===== config.mk =====
export PLATFORM = sky130hd
export DESIGN_NAME = tvg_queue
export DESIGN_NICKNAME = d
export VERILOG_FILES = /design/src/rtl/core/tvg_queue.sv
export SDC_FILE = /design/constraint.sdc
export NUM_CORES = 1
export LEC_CHECK = 0
export BUFFER_PORTS_ARGS = -buffer_cell sky130_fd_sc_hd__buf_2
export CAP_MARGIN = 20
export CORE_MARGIN = 3
export CORE_UTILIZATION = 59
export CTS_BUF_LIST = sky130_fd_sc_hd__clkbuf_4 sky130_fd_sc_hd__clkbuf_8
export DETAILED_ROUTE_END_ITERATION = 10
export PLACE_DENSITY = 0.94
export REMOVE_ABC_BUFFERS = 1
export SYNTH_ARGS = -nofsm -noshare
export SYNTH_HDL_FRONTEND = slang
export SYNTH_SLANG_ARGS = --single-unit

===== constraint.sdc =====
create_clock -name clk -period 6.5 [get_ports clk]
set_input_delay 1.3 -clock clk [delete_from_list [all_inputs] [get_ports clk]]
set_output_delay 1.3 -clock clk [all_outputs]
set_load 0.05 [all_outputs]

===== src/rtl/core/tvg_queue.sv =====
`timescale 1ns / 1ps
`default_nettype none
module tvg_queue #(
	parameter int W = 80
) (
	input  wire logic         clk,
	input  wire logic         arst_n,
	input  wire logic         push_valid,
	output logic              push_ready,
	input  wire logic [W-1:0] push_data,
	output logic              pop_valid,
	input  wire logic         pop_ready,
	output logic [W-1:0]      pop_data
);

	logic [W-1:0] mem_q [0:1];
	logic         wr_ptr_q;
	logic         rd_ptr_q;
	logic [1:0]   cnt_q;
	logic         push;
	logic         pop;

	assign push_ready = (cnt_q != 2'd2);
	assign pop_valid  = (cnt_q != 2'd0);
	assign push       = push_valid && push_ready;
	assign pop        = pop_valid && pop_ready;
	assign pop_data   = mem_q[rd_ptr_q];

	always_ff @(posedge clk or negedge arst_n) begin
		if (!arst_n) begin
			wr_ptr_q <= 1'b0;
			rd_ptr_q <= 1'b0;
			cnt_q    <= 2'd0;
		end else begin
			if (push)
				wr_ptr_q <= !wr_ptr_q;
			if (pop)
				rd_ptr_q <= !rd_ptr_q;
			if (push && !pop)
				cnt_q <= cnt_q + 2'd1;
			else if (pop && !push)
				cnt_q <= cnt_q - 2'd1;
		end
	end

	always_ff @(posedge clk) begin
		if (push)
			mem_q[wr_ptr_q] <= push_data;
	end

endmodule
`default_nettype wire


**Yosys cells after proc, flatten, opt, wreduce, memory -nomap -nowiden**

Memories as Yosys holds them, arrays and structs flattened.
Index checks and enable logic that the tools add are counted.

- Memory bits (writable): 160
- Output and inout port bits: 82
- Latch bits: 0
- Logic and storage cells: 21
- Memories kept: 1
- Input port bits: 84
- Bits in read-only memories: 0
- Register bits: 4

Memory list:

| name | depth | bits a word | read ports | clocked after memory_dff | wr ports | RTL line | text |
|---|---|---|---|---|---|---|---|
| mem_q | 2 | 80 | 1 | 0 | 1 | 16 | `logic [W-1:0] mem_q [0:1];` |

- Shift-type cells: 0
- Mux-type cells: 4
- Multipliers: 0
- Bitwise gates (word level): 0
- Add/subtract/negate cells: 2
- Order comparisons: 0
- Div/mod/pow operators: 0
- Equality and inequality tests: 1
- Reduce and logical (&&, ||, !) cells: 10

Operators by type and width:

| kind | count |
|---|---|
| $logic_and 1x1->1 | 4 |
| $logic_not 1->1 | 4 |
| $mux 2 | 2 |
| $reduce_bool 2->1 | 2 |
| $add 2x1->2 const B | 1 |
| $mux 1 | 2 |
| $ne 2x2->1 const B | 1 |
| $sub 2x1->2 const B | 1 |

**Depth between registers and ports, before layout**

- Word-level depth: 6
- Mapped depth: 7
- Mapped depth without buffers: 7

**Worst setup path before layout**

No wires, ideal clock.

- Kind: input-to-reg
- From: input port push_valid
- To: memory mem_q[0][0], enable pin
- Setup time: 0.519 ns
- Stages: 2
- Arrival: 4.750 ns
- Path buffers: 0
- Slack: 1.230 ns
- Data required time: 5.981 ns
- Cells stage by stage: nand2_1 -> nor2_1

- Word-level cells in the longest chain between the ends: 3

Ends and longest elaborated chain:

| item | RTL line | text |
|---|---|---|
| start, declared | 8 | `input wire logic push_valid,` |
| $logic_and 1x1->1 | 25 | `assign push = push_valid && push_ready;` |
| $mux 1 | 47 | `if (push)` |
| $mux 1 (not written as such) | 48 | `mem_q[wr_ptr_q] <= push_data;` |
| end, declared | 16 |  |

No other way between the ends.

**Worst setup path after layout**

- From: register rd_ptr_q
- To: output port pop_data[71]

- Word-level cells in the longest chain between the ends: 1

Ends and longest elaborated chain:

| item | RTL line | text |
|---|---|---|
| start, declared | 18 | `logic rd_ptr_q;` |
| start signal, assigned | 38 | `rd_ptr_q <= !rd_ptr_q;` |
| $mem_v2 2x80 | n/a |  |
| end, declared | 13 | `output logic [W-1:0] pop_data` |

No other way between the ends.

==> reports/qor.txt <==
Post-DP HPWL -> 7.18 mm
Largest net degree at the start of global routing -> 81
Final Power -> 4140 µW
Worst path cell trace -> buf_4 > mux2_2 > buf_2
Worst-case clock skew -> 0.00865 ns
DRT iter0 DRCs -> 154
Ys flop type -> edfxtp_1
Placement Rows -> 37
Synth Instances -> 267
Root Buffer -> clkbuf_8
Share of cells above drive strength 1 -> 61.4%
Total Routed Length -> 10.6 mm
Hold_sp -> cnt_q[1]$_DFFE_PN0P_
Hold EP -> cnt_q[1]$_DFFE_PN0P_
CP Capture Type -> output port
Worst-path fanout max -> 45
Die Y -> 110 µm
Setup-failing EPs final -> 0
Cell taking the most area after synthesis -> edfxtp_1
Most instantiated library cell after synthesis -> edfxtp_1
Antenna violations before repair -> 1
EDFF count, synth -> 160
Post-CTS setup buffers -> 0
Tot GR Track Use -> 18.1%
Pre-CTS setup slack -> 2.89 ns
Clock share of power -> 18.6%
Routed WL per cell -> 17.8 µm
XOR/XNOR Fraction of Synth Area -> 0.688%
Compound-Gate Fraction of Synth Area -> 0%
Top post-synthesis cells by area -> edfxtp_1 75%, mux2_4 19%, buf_12 2.5%
TritonRoute pass-1 iters -> 7
P_leak -> 0.00312 µW
Max Root-Sink Buffers -> 2
# placed instances -> 561
P_int -> 2460 µW
Final Hold Viols -> 0
NetSw -> 1680 µW
Type of the worst setup path -> reg2out
Power Density -> 539 mW/mm²
Worst flop-to-flop path startpoint -> cnt_q[0]$_DFFE_PN0P_
Mux contribution to synthesized area -> 18.8%
Hold_buf cts -> 0
Worst-Margin Slew -> 1.06 ns
Crit path DAT -> 2.73 ns
VDD IR max -> 0.326 mV
CTS tree -> done
Worst R2R End -> mem_q[0][70]$_DFFE_PP_
Resize count post-CTS -> 0
Vias -> 3,055
Vias in the first global route -> 3,055
Die X -> 110 µm
Layout area overhead -> 20.7%
Vias per cell -> 5.14
Adder-Cell Fraction of Synth Area -> 0.197%
CP max stage cell -> dfrtp_4
Syn_area_per_cell -> 23.8 µm²
I/O pin count -> 166
Congestion Overflow GR -> 0
Total core area -> 0.0104 mm²
Fraction of registers with async set or reset after synthesis -> 2.44%
PnR worst setup slack -> 2.47 ns
Initial Util -> 61.1%
Max Slew Vio Count -> 0
RSZ-0062 raised after global routing -> no
CP startpoint kind -> register
Top-area cell type share of the netlist area -> 75.5%
Residual DRC count -> 0
Clock transition at the registers of the reported paths -> 0.08 ns
Synth warnings -> 0
Fmax -> 248 MHz
First-pass GRT wire length -> 15.8 mm
Relative slew slack -> 29.4%
Max H-tree Level -> 4
Sink Count -> 164
Simple-Gate Fraction of Synth Area -> 0.531%
Synth cell count leaders -> 160 x edfxtp_1, 79 x mux2_4, 8 x buf_12
MaxCap Viol Count -> 0
Worst-Skew Late Latency -> 0.43 ns
Register bit total from synthesis -> 164
Worst hold path type -> reg2reg
WHS -> 0.520 ns
Cell Area, Synth -> 0.00637 mm²
Worst hold stages -> 1
Largest family of logic cells by synthesized area -> multiplexers
Placer Congestion -> 0.651
Data required time of the critical path -> 5.20 ns
Nets -> 530
Die area -> 0.0121 mm²
Cts bufs inserted -> 17
Cell Count, Final, Fillers Out -> 594
Comb pwr share -> 43.4%
Sw Share -> 40.6%
Post-synthesis sequential area ratio -> 77.0%
R2R depth -> 4
R2r setup slk -> 3.86 ns
ANT nets after route -> 0
Sequential Power Share -> 38.0%
Final Critical Period -> 4.03 ns
IO buf count -> 165
Worst path max stage delay -> 0.88 ns
Outcome -> complete, no violations
Post-synthesis cell type count -> 15
Fin crit share -> 61.9%
Worst Setup SP -> rd_ptr_q$_DFFE_PN0P_
Diode count -> 0
Setup TNS Final -> 0 ns
routing by layer:
layer | global-route usage (%) | vias up | share of wire, %
met5 | 0 | - | 0.12
met4 | 6.23 | 2 | 0.92
met3 | 7.57 | 14 | 7.7
met2 | 30.2 | 127 | 53
met1 | 21.2 | 1500 | 38
li1 | - | 1412 | -
worst max-delay path by stage:
stage                            endpoint  slack (ns)  cells past startpoint
finish                       pop_data[71]        2.47                      3
global route                 pop_data[71]        2.34                      3
CTS                          pop_data[71]        2.42                      3
detailed placement           pop_data[71]        2.89                      3
global placement             pop_data[71]        2.92                      3
floorplan           mem_q[0][0]$_DFFE_PP_        1.23                      2
worst max-delay path, delay by kind of cell (launching register included):
kind,cells,cell delay [ns]
buffers and inverters,2,1.00
flip-flops,1,0.88
multiplexers,1,0.41
power by group through the flow:
stage	clock network, µW	logic (µW)	registers (µW)
detailed placement	0	1800	1610
global route	836	1880	1600
finish	771	1800	1580
CTS	791	1800	1580
floorplan	0	1480	1640
global placement	0	1780	1580
final cells by class:
type	count	area, µm²
Clock buffer	19	249
Tap cell	136	170
Timing Repair Buffer	168	868
Clock inverter	13	183
Multi-Input combinational cell	93	1300
Sequential cell	164	4910
Inverter	1	3.75
Fill cell	613	2730
registers in the layout (all words and copies together), names as in the netlist:
signal    count
cnt_q         2
mem_q       160
rd_ptr_q      1
wr_ptr_q      1
cells by family (layout without fill, tap and decap cells):
family | Yosys count | after routing
flops | 164 | 164
fa+ha+maj | 1 | 1
buf+inv | 10 | 201
xor+xnor | 5 | 5
mux | 80 | 80
simple gates | 7 | 7
cells in the final DEF (no fill, tap or decap), drive strengths merged, types with 3 or more instances in the layout:
master	n
mux2	80
buf	168
dfrtp	4
clkbuf	19
bufinv	4
xnor2	3
clkinv	6
edfxtp	160
stage by stage:
stage | util [%] | area, µm²
2_1_floorplan | - | 6200
3_3_place_gp | 69.3 | 7220
3_5_place_dp | 69.3 | 7220
4_1_cts | 73.5 | 7650
5_1_grt | 73.8 | 7680
6_report | 73.8 | 7680
Note: power is estimated with default switching activity, not from simulation.
