File: src/rtl/core/tvg_pkg.sv
`timescale 1ns / 1ps
`default_nettype none
package tvg_pkg;

	localparam int PHASE_W    = 32;
	localparam int XY_W       = 32;
	localparam int Z_W        = 34;
	localparam int ATAN_COUNT = 24;
	localparam int CFG_IDX_W  = 2;
	localparam int CFG_DATA_W = 16;

	localparam logic signed [XY_W-1:0] CORDIC_GAIN = 32'sd652032874;

	// arctan(2^-i) in turns, 2^32 = one full turn
	localparam logic [31:0] ATAN_TURNS [0:ATAN_COUNT-1] = '{
		32'h20000000, 32'h12E4051E, 32'h09FB385B, 32'h051111D4, 32'h028B0D43,
		32'h0145D7E1, 32'h00A2F61E, 32'h00517C55, 32'h0028BE53, 32'h00145F2F,
		32'h000A2F98, 32'h000517CC, 32'h00028BE6, 32'h000145F3, 32'h0000A2FA,
		32'h0000517D, 32'h000028BE, 32'h0000145F, 32'h00000A30, 32'h00000518,
		32'h0000028C, 32'h00000146, 32'h000000A3, 32'h00000051
	};

	localparam logic [CFG_IDX_W-1:0] REG_GRID_COLUMNS = 2'd0;
	localparam logic [CFG_IDX_W-1:0] REG_GRID_ROWS    = 2'd1;
	localparam logic [CFG_IDX_W-1:0] REG_MAJOR_RADIUS = 2'd2;
	localparam logic [CFG_IDX_W-1:0] REG_MINOR_RADIUS = 2'd3;

	// grid sizes here are already masked and never zero
	typedef struct packed {
		logic [7:0]         grid_columns;
		logic [7:0]         grid_rows;
		logic signed [15:0] ring_radius;
		logic signed [15:0] tube_radius;
	} tvg_cfg_t;

	function automatic logic signed [17:0] clamp_pos(input logic signed [20:0] v);
		if (v > 21'sd131071)
			return 18'sd131071;
		else if (v < -21'sd131072)
			return -18'sd131072;
		else
			return v[17:0];
	endfunction

	function automatic logic signed [15:0] clamp_norm(input logic signed [18:0] v);
		if (v > 19'sd16384)
			return 16'sd16384;
		else if (v < -19'sd16384)
			return -16'sd16384;
		else
			return v[15:0];
	endfunction

endpackage
`default_nettype wire

File: src/rtl/core/tvg_if.sv
`timescale 1ns / 1ps
`default_nettype none
interface tvg_in_if;
	logic       valid;
	logic       ready;
	logic [7:0] col_index;
	logic [7:0] row_index;

	modport source (output valid, output col_index, output row_index, input ready);
	modport sink (input valid, input col_index, input row_index, output ready);
endinterface

`default_nettype wire

File: src/rtl/core/tvg_phase.sv
`timescale 1ns / 1ps
`default_nettype none
// phase = round(2^32 * (k mod n) / n), one remainder or quotient bit per stage
module tvg_phase
	import tvg_pkg::*;
#(
	parameter int GB = 8
) (
	input  wire logic               clk,
	input  wire logic               en,
	input  wire logic [GB-1:0]      k,
	input  wire logic [GB-1:0]      n,
	output logic      [PHASE_W-1:0] phase
);

	logic [GB-1:0]      mr_q [0:GB-1];
	logic [GB:0]        dr_q [0:PHASE_W-1];
	logic [PHASE_W-1:0] dq_q [0:PHASE_W-1];

	genvar s, t;

	for (s = 0; s < GB; s++) begin : g_mod
		logic [GB-1:0]   r_in;
		logic [2*GB-1:0] dsh;
		if (s == 0) begin : g_first
			assign r_in = k;
		end else begin : g_next
			assign r_in = mr_q[s-1];
		end
		assign dsh = {{GB{1'b0}}, n} << (GB - 1 - s);
		always_ff @(posedge clk) begin
			if (en)
				mr_q[s] <= ({{GB{1'b0}}, r_in} >= dsh) ? r_in - dsh[GB-1:0] : r_in;
		end
	end

	// divide (k mod n)*2^33 + n by 2n; the low dividend bits are the bits of n
	for (t = 0; t < PHASE_W; t++) begin : g_div
		logic [GB:0]        rem_in;
		logic [PHASE_W-1:0] q_in;
		logic               b;
		logic [GB+1:0]      tr;
		logic [GB+1:0]      dv;
		logic [GB+1:0]      diff;
		logic               ge;
		if (t == 0) begin : g_first
			assign rem_in = {mr_q[GB-1], 1'b0};
			assign q_in   = '0;
		end else begin : g_next
			assign rem_in = dr_q[t-1];
			assign q_in   = dq_q[t-1];
		end
		if (PHASE_W - 1 - t < GB) begin : g_nbit
			assign b = n[PHASE_W-1-t];
		end else begin : g_zero
			assign b = 1'b0;
		end
		assign tr   = {rem_in, b};
		assign dv   = {1'b0, n, 1'b0};
		assign diff = tr - dv;
		assign ge   = (tr >= dv);
		always_ff @(posedge clk) begin
			if (en) begin
				dr_q[t] <= ge ? diff[GB:0] : tr[GB:0];
				dq_q[t] <= {q_in[PHASE_W-2:0], ge};
			end
		end
	end

	assign phase = dq_q[PHASE_W-1];

endmodule
`default_nettype wire

File: src/rtl/core/tvg_front.sv
`timescale 1ns / 1ps
`default_nettype none
module tvg_front
	import tvg_pkg::*;
#(
	parameter int GB = 8
) (
	input  wire logic               clk,
	input  wire logic               arst_n,
	input  wire tvg_cfg_t           cfg,
	tvg_in_if.sink                  point_in,
	output logic                    push_valid,
	input  wire logic               push_ready,
	output logic [2*GB+2*PHASE_W-1:0] push_data
);

	localparam int L = GB + PHASE_W;

	logic               en;
	logic [L-1:0]       vld_q;
	logic [GB-1:0]      col_q [0:L-1];
	logic [GB-1:0]      row_q [0:L-1];
	logic [PHASE_W-1:0] ph_u;
	logic [PHASE_W-1:0] ph_v;

	// advance unless the last stage holds an item the queue cannot take
	assign en             = !vld_q[L-1] || push_ready;
	assign point_in.ready = en;

	always_ff @(posedge clk or negedge arst_n) begin
		if (!arst_n)
			vld_q <= '0;
		else if (en)
			vld_q <= {vld_q[L-2:0], point_in.valid};
	end

	always_ff @(posedge clk) begin
		if (en) begin
			col_q[0] <= point_in.col_index[GB-1:0];
			row_q[0] <= point_in.row_index[GB-1:0];
			for (int i = 1; i < L; i++) begin
				col_q[i] <= col_q[i-1];
				row_q[i] <= row_q[i-1];
			end
		end
	end

	tvg_phase #(.GB(GB)) u_phase_u (
		.clk   (clk),
		.en    (en),
		.k     (point_in.col_index[GB-1:0]),
		.n     (cfg.grid_columns[GB-1:0]),
		.phase (ph_u)
	);

	tvg_phase #(.GB(GB)) u_phase_v (
		.clk   (clk),
		.en    (en),
		.k     (point_in.row_index[GB-1:0]),
		.n     (cfg.grid_rows[GB-1:0]),
		.phase (ph_v)
	);

	assign push_valid = vld_q[L-1];
	assign push_data  = {col_q[L-1], row_q[L-1], ph_u, ph_v};

endmodule
`default_nettype wire

File: src/flat_wrapper.sv
// flat-port wrapper written by rule: the top's interface ports become plain ports
module tvg_front_flat import tvg_pkg::*;
#(
	parameter int GB = 8
)
  (clk, arst_n, cfg, push_valid, push_ready, push_data, point_in_valid, point_in_col_index, point_in_row_index, point_in_ready);
  tvg_in_if point_in_i ();
  input  wire logic clk;
  input  wire logic arst_n;
  input  wire tvg_cfg_t cfg;
  output logic push_valid;
  input  wire logic push_ready;
  output logic [2*GB+2*PHASE_W-1:0] push_data;
  input wire logic [$bits(point_in_i.valid)-1:0] point_in_valid;
  input wire logic [$bits(point_in_i.col_index)-1:0] point_in_col_index;
  input wire logic [$bits(point_in_i.row_index)-1:0] point_in_row_index;
  output wire logic [$bits(point_in_i.ready)-1:0] point_in_ready;
  assign point_in_i.valid = point_in_valid;
  assign point_in_i.col_index = point_in_col_index;
  assign point_in_i.row_index = point_in_row_index;
  assign point_in_ready = point_in_i.ready;
  tvg_front #(.GB(GB)) u_core (.clk(clk), .arst_n(arst_n), .cfg(cfg), .point_in(point_in_i), .push_valid(push_valid), .push_ready(push_ready), .push_data(push_data));
endmodule
File: config.mk
export PLATFORM = sky130hd
export DESIGN_NAME = tvg_front_flat
export DESIGN_NICKNAME = d
export VERILOG_FILES = /design/src/rtl/core/tvg_pkg.sv /design/src/rtl/core/tvg_if.sv /design/src/rtl/core/tvg_phase.sv /design/src/rtl/core/tvg_front.sv /design/src/flat_wrapper.sv
export SDC_FILE = /design/constraint.sdc
export NUM_CORES = 2
export LEC_CHECK = 0
export BUFFER_PORTS_ARGS = -buffer_cell sky130_fd_sc_hd__buf_2
export CORE_UTILIZATION = 54
export DETAILED_ROUTE_END_ITERATION = 7
export GPL_TIMING_DRIVEN = 1
export PLACE_DENSITY = 0.73
export SYNTH_ARGS = -nofsm -noshare
export SYNTH_HDL_FRONTEND = slang
export SYNTH_SLANG_ARGS = --single-unit
export TNS_END_PERCENT = 20
File: constraint.sdc
create_clock -name clk -period 79.1 [get_ports clk]
set_input_delay 7.91 -clock clk [delete_from_list [all_inputs] [get_ports clk]]
set_output_delay 7.91 -clock clk [all_outputs]
set_load 0.01 [all_outputs]
# Word-level counts from Yosys, hierarchy flattened
# Memory sizes are Yosys's and may differ from the RTL's.
# Index checks and enable logic that the tools add are counted.
# totals
ff_bits	40
ramBits	3392
input_bits	68
word_cells	253
mem_count	8
# mem_list
name	depth	word_bits	rd	rd_clocked_by_memory_dff	wr	line_no	text
u_core.u_phase_u.dq_q	32	32	32	0	32	tvg_phase.sv:18	logic [PHASE_W-1:0] dq_q [0:PHASE_W-1];
u_core.u_phase_v.dq_q	32	32	32	0	32	tvg_phase.sv:18	
u_core.col_q	40	8	40	0	40	tvg_front.sv:21	logic [GB-1:0] col_q [0:L-1];
u_core.row_q	40	8	40	0	40	tvg_front.sv:22	logic [GB-1:0] row_q [0:L-1];
u_core.u_phase_u.dr_q	32	9	31	0	32	tvg_phase.sv:17	logic [GB:0] dr_q [0:PHASE_W-1];
u_core.u_phase_v.dr_q	32	9	31	0	32	tvg_phase.sv:17	
+2 memories	-	-	-	-	-	-	
# classes
addsub	80
n_lt_le_gt_ge	80
mux	82
n_reduce_logical	2
# op_table
cell	n
$ge 10x9->1	64
$mux 9	64
$sub 9x9->9	64
$mux 8	16
$sub 8x8->8	16
$ge 8x15->1	2
$ge 8x14->1	2
$ge 8x13->1	2
$ge 8x12->1	2
$ge 8x11->1	2
$ge 8x10->1	2
$ge 8x9->1	2
$ge 8x8->1	2
$mux 1	2
$logic_not 1->1	1
$logic_or 1x1->1	1

# Logic depth before layout (Yosys ltp)
# logic_depth
word_depth	4
depth_mapped	12

# Modules after synthesis
# Synthesis repeated with hierarchy kept, for this count alone.
# hier_totals
cells_unflattened	6308
hier_area_um2	102505.8
# modules_own_cells
mod	instances	cells_each	area_each_um2	seq_area_each_um2
tvg_phase at u_core.u_phase_u	1	2789	40781.6	25434.4
tvg_phase at u_core.u_phase_v	1	2777	40691.5	25434.4
tvg_front	1	742	21032.7	20219.4

# Worst setup path after synthesis
# OpenSTA, ideal clock, no wires.
# synth_timing
path_type	input port to output port
start	in push_ready
end	out point_in_ready
arrival_time_ns	69.597
slack_ns	1.593
cell_stages	3
path_cell_list	nand2b_1 -> clkbuf_1 -> clkbuf_1
# synth_via
elab_chain_cells	1
# synth_lines
item	line_no	text
start: declaration	flat_wrapper.sv:12	input wire logic push_ready;
$logic_or 1x1->1	tvg_front.sv:27	assign en = !vld_q[L-1] || push_ready;
end: declaration	flat_wrapper.sv:17	output wire logic [$bits(point_in_i.ready)-1:0] point_in_ready;
# Every way passes these cells.

# Worst setup path in the final report
# Same ends and word-level chain as after synthesis.

==> out/qor.csv <==
stage,metric,value,unit
worst_setup_path,rrSetupSlack,73.33,ns
synthesis,yosysTopAreaCell,edfxtp_1,
power_and_ir_drop,pwr-share-comb,0.296,
synthesis,synth_top_cell_area_share,0.680,
global_route,grt_use_total,0.168,
timing,hold_viol_final,0,
worst_setup_path,startpoint_type,input port,
clocking,cts_tree,done,
power_and_ir_drop,p_leak,41.9,nW
global_route,grt_overflow_total,0,
timing,fin_setup_tns,0,ns
clocking,root_buffer,clkbuf_16,
global_route,grt_max_degree,188,
synthesis,async_reset_ff_frac,0.0173,
detailed_routing,wl,159,mm
synthesis,synthTopCellsByArea,"edfxtp_1 (68%), ha_1 (7.2%), mux2_2 (2.4%)",
hold_path,min_path_type,reg -> reg,
floorplan,start_util,0.543,
finish,antenna_cells,0,
clocking,insertion_delay,0.85,ns
finish,final_cells,9579,
run,maxCapViolations,0,
synthesis,synth_most_common_cell,edfxtp_1,
finish,post_route_cells_drive_above_1_share,0.122,
floorplan,coreArea,185000,sq um
clocking,clkSinkCount,2318,
timing,setup_viol,0,
placement,placed_cells,9146,
status,outcome,"finished, final reports clean",
power_and_ir_drop,p_int,3.31,mW
synthesis,synth_edf_count,2278,
timing,tightest_slew,1.19,ns
detailed_routing,vias,52800,
finish,fillers,13600,
detailed_routing,viasPerCell,5.51,
timing,slew_viol_final,0,
detailed_routing,first_pass_iters,5,
clocking,cts_buffers,229,
power_and_ir_drop,vdd_drop_max,0.0218,mV
timing,max_slew_margin,0.199,
synthesis,ys.flop_type,edfxtp_1,
timing,skew,0.0283,ns
worst_setup_path,reg2reg_to,u_core.row_q[1][1]$_DFFE_PP_,
finish,final_nets,7621,
global_route,grt_pass1_vias,51700,
detailed_routing,wl_per_cell,16.6,microns
global_route,grt_antenna_before_repair,2,
clocking,cts_hold_buf,0,
finish,area_delta_synth_final,11.3,%
floorplan,die-area,188000,sq um
worst_setup_path,crit_fanout,39,
timing,rsz0062_at_grt,no,
timing,period_minus_slack,16.82,ns
finish,multiInputGateArea,29000,sq um
timing,finalCritPeriodShare,0.213,
synthesis,ys_warn_count,0,
worst_setup_path,arrival,8.91,ns
worst_setup_path,cp-startpoint,push_ready,
floorplan,io_pins,150,
placement,gp_congestion,0.843,
placement,dp_hpwl,94.4,mm
placement,portBuffers,117,
global_route,grt_pass1_wl,257,mm
clocking,post_cts_buffers,0,
worst_setup_path,cp-end-kind,primary output,
detailed_routing,drtIter0Drc,3483,
worst_setup_path,r2r-start,u_core.vld_q[39]$_DFFE_PN0P_,
synthesis,synth_common_cells,"edfxtp_1 (2278), ha_1 (580), nor2_1 (420), o21ai_0 (391), nand2_1 (354)",
timing,max_freq,0.0594,GHz
worst_setup_path,crit_type,in -> out,
synthesis,synthesis.area,101000,sq um
clocking,postCtsResizedCells,0,
synthesis,avgSynthCellArea,15.1,sq um
worst_setup_path,ff2ff_path_depth,6,
synthesis,ys_seq_elements,2318,
power_and_ir_drop,power_density,42.3,nW/um^2
power_and_ir_drop,power.share.clock,0.242,
clocking,cts.htree.levels,4,
clocking,clk_path_buf_depth,3,
clocking,clk_pin_slew,0.06,ns
synthesis,synth_seq_area_share,0.690,
detailed_routing,detail_route.drc_violations,0,
power_and_ir_drop,seqPwrFrac,0.463,
power_and_ir_drop,switching_power,1.43,mW
worst_setup_path,endpoint,point_in_ready,
power_and_ir_drop,switching_share,0.301,
floorplan,rows,158,
synthesis,syn_nets,7369,
finish,final_util,0.604,
floorplan,die_w,433,microns
synthesis,ys_types,73,
detailed_routing,ant_nets,0,
worst_setup_path,crit_required,71.19,ns
finish,regArea,69400,sq um
floorplan,dieHeight,433,microns
synthesis,netlist_instances,6645,
metal layers:
metal,part of all wire,wire length [microns],GRT usage
met1,0.45,71900,0.229
met2,0.47,75300,0.275
met3,0.048,7550,0.0304
met4,0.025,3930,0.0560
met5,0,0,0
sequential cells by signal, summed over array words and instances (netlist names):
signal and cells:
u_core.u_phase_v.dr_q 255, u_core.u_phase_v.mr_q 36, u_core.u_phase_u.dr_q 255, u_core.u_phase_u.dq_q 528
u_core.row_q 320, u_core.u_phase_u.mr_q 36, u_core.u_phase_v.dq_q 528, u_core.vld_q 40
u_core.col_q 320
power by group through the flow:
stage	logic [mW]	clock network (mW)	registers (mW)
2_1_floorplan	1.14	0	2.94
3_3_place_gp	1.33	0	2.19
3_5_place_dp	1.39	0	2.21
4_1_cts	1.40	1.18	2.19
5_1_grt	1.58	1.22	2.23
6_report	1.40	1.14	2.19
worst min path at each step:
stage	from	endpoint	slack [ns]	cells past startpoint
after global placement	u_core.row_q[4][11]$_DFFE_PP_	u_core.row_q[4][19]$_DFFE_PP_	0.40	0
after detailed placement	u_core.col_q[0][29]$_DFFE_PP_	u_core.col_q[0][37]$_DFFE_PP_	0.40	0
after floorplan	u_core.col_q[0][7]$_DFFE_PP_	u_core.col_q[0][15]$_DFFE_PP_	0.40	0
final	u_core.col_q[1][21]$_DFFE_PP_	u_core.col_q[1][29]$_DFFE_PP_	0.41	0
after global routing	u_core.col_q[1][34]$_DFFE_PP_	u_core.col_q[1][42]$_DFFE_PP_	0.41	0
after CTS	u_core.col_q[1][21]$_DFFE_PP_	u_core.col_q[1][29]$_DFFE_PP_	0.40	0
metrics by stage:
stage	instance area [sq um]	hold slack, ns	setup slack (ns)	total power, mW
global placement	104000	0.400	62.23	3.52
detailed placement	104000	0.405	62.24	3.60
global route	112000	0.410	62.17	5.03
CTS	112000	0.403	62.23	4.77
finish	112000	0.406	62.28	4.73
floorplan	101000	0.400	1.59	4.08
logic make-up (layout without fill, tap and decap cells):
kind of cell,Yosys count,in the layout,synth area share
AO/OA/AOI/OAI,1290,1290,0.0830
XOR/XNOR,234,234,0.0204
adder cells (fa/ha/maj),656,656,0.0873
buffers and inverters,488,942,0.0217
flip-flops,2318,2318,0.690
multiplexers,276,276,0.0304
AND/OR/NAND/NOR,1383,1383,0.0669
placed cells by master, fill, tap and decap left out, types with 110 or more instances in the layout:
master     Yosys  layout
edfxtp_1    2278    2278
nor2_1       420     420
mux2_2       212     212
buf_2         15     115
o21ai_0      391     391
inv_1        342     340
nor2b_1      145     145
a21boi_0     136     136
ha_1         580     580
xnor2_1      143     143
clkbuf_16      0     234
o21a_1       110     110
a21oi_1      254     254
nand2_1      354     354
critical path, stage by stage:
cell and delay (ns):
buf_2 0.08, nand2b_4 0.52, buf_2 0.36
area by class of cell:
type                       count  share of cell area
sequential                  2318               0.620
tap                         2480              0.0277
clock inverter               163              0.0184
inverter                     343              0.0115
multi-input combinational   3839               0.259
timing repair buffer         166             0.00901
clock buffer                 270              0.0543
Power figures use the tool's default switching activity.
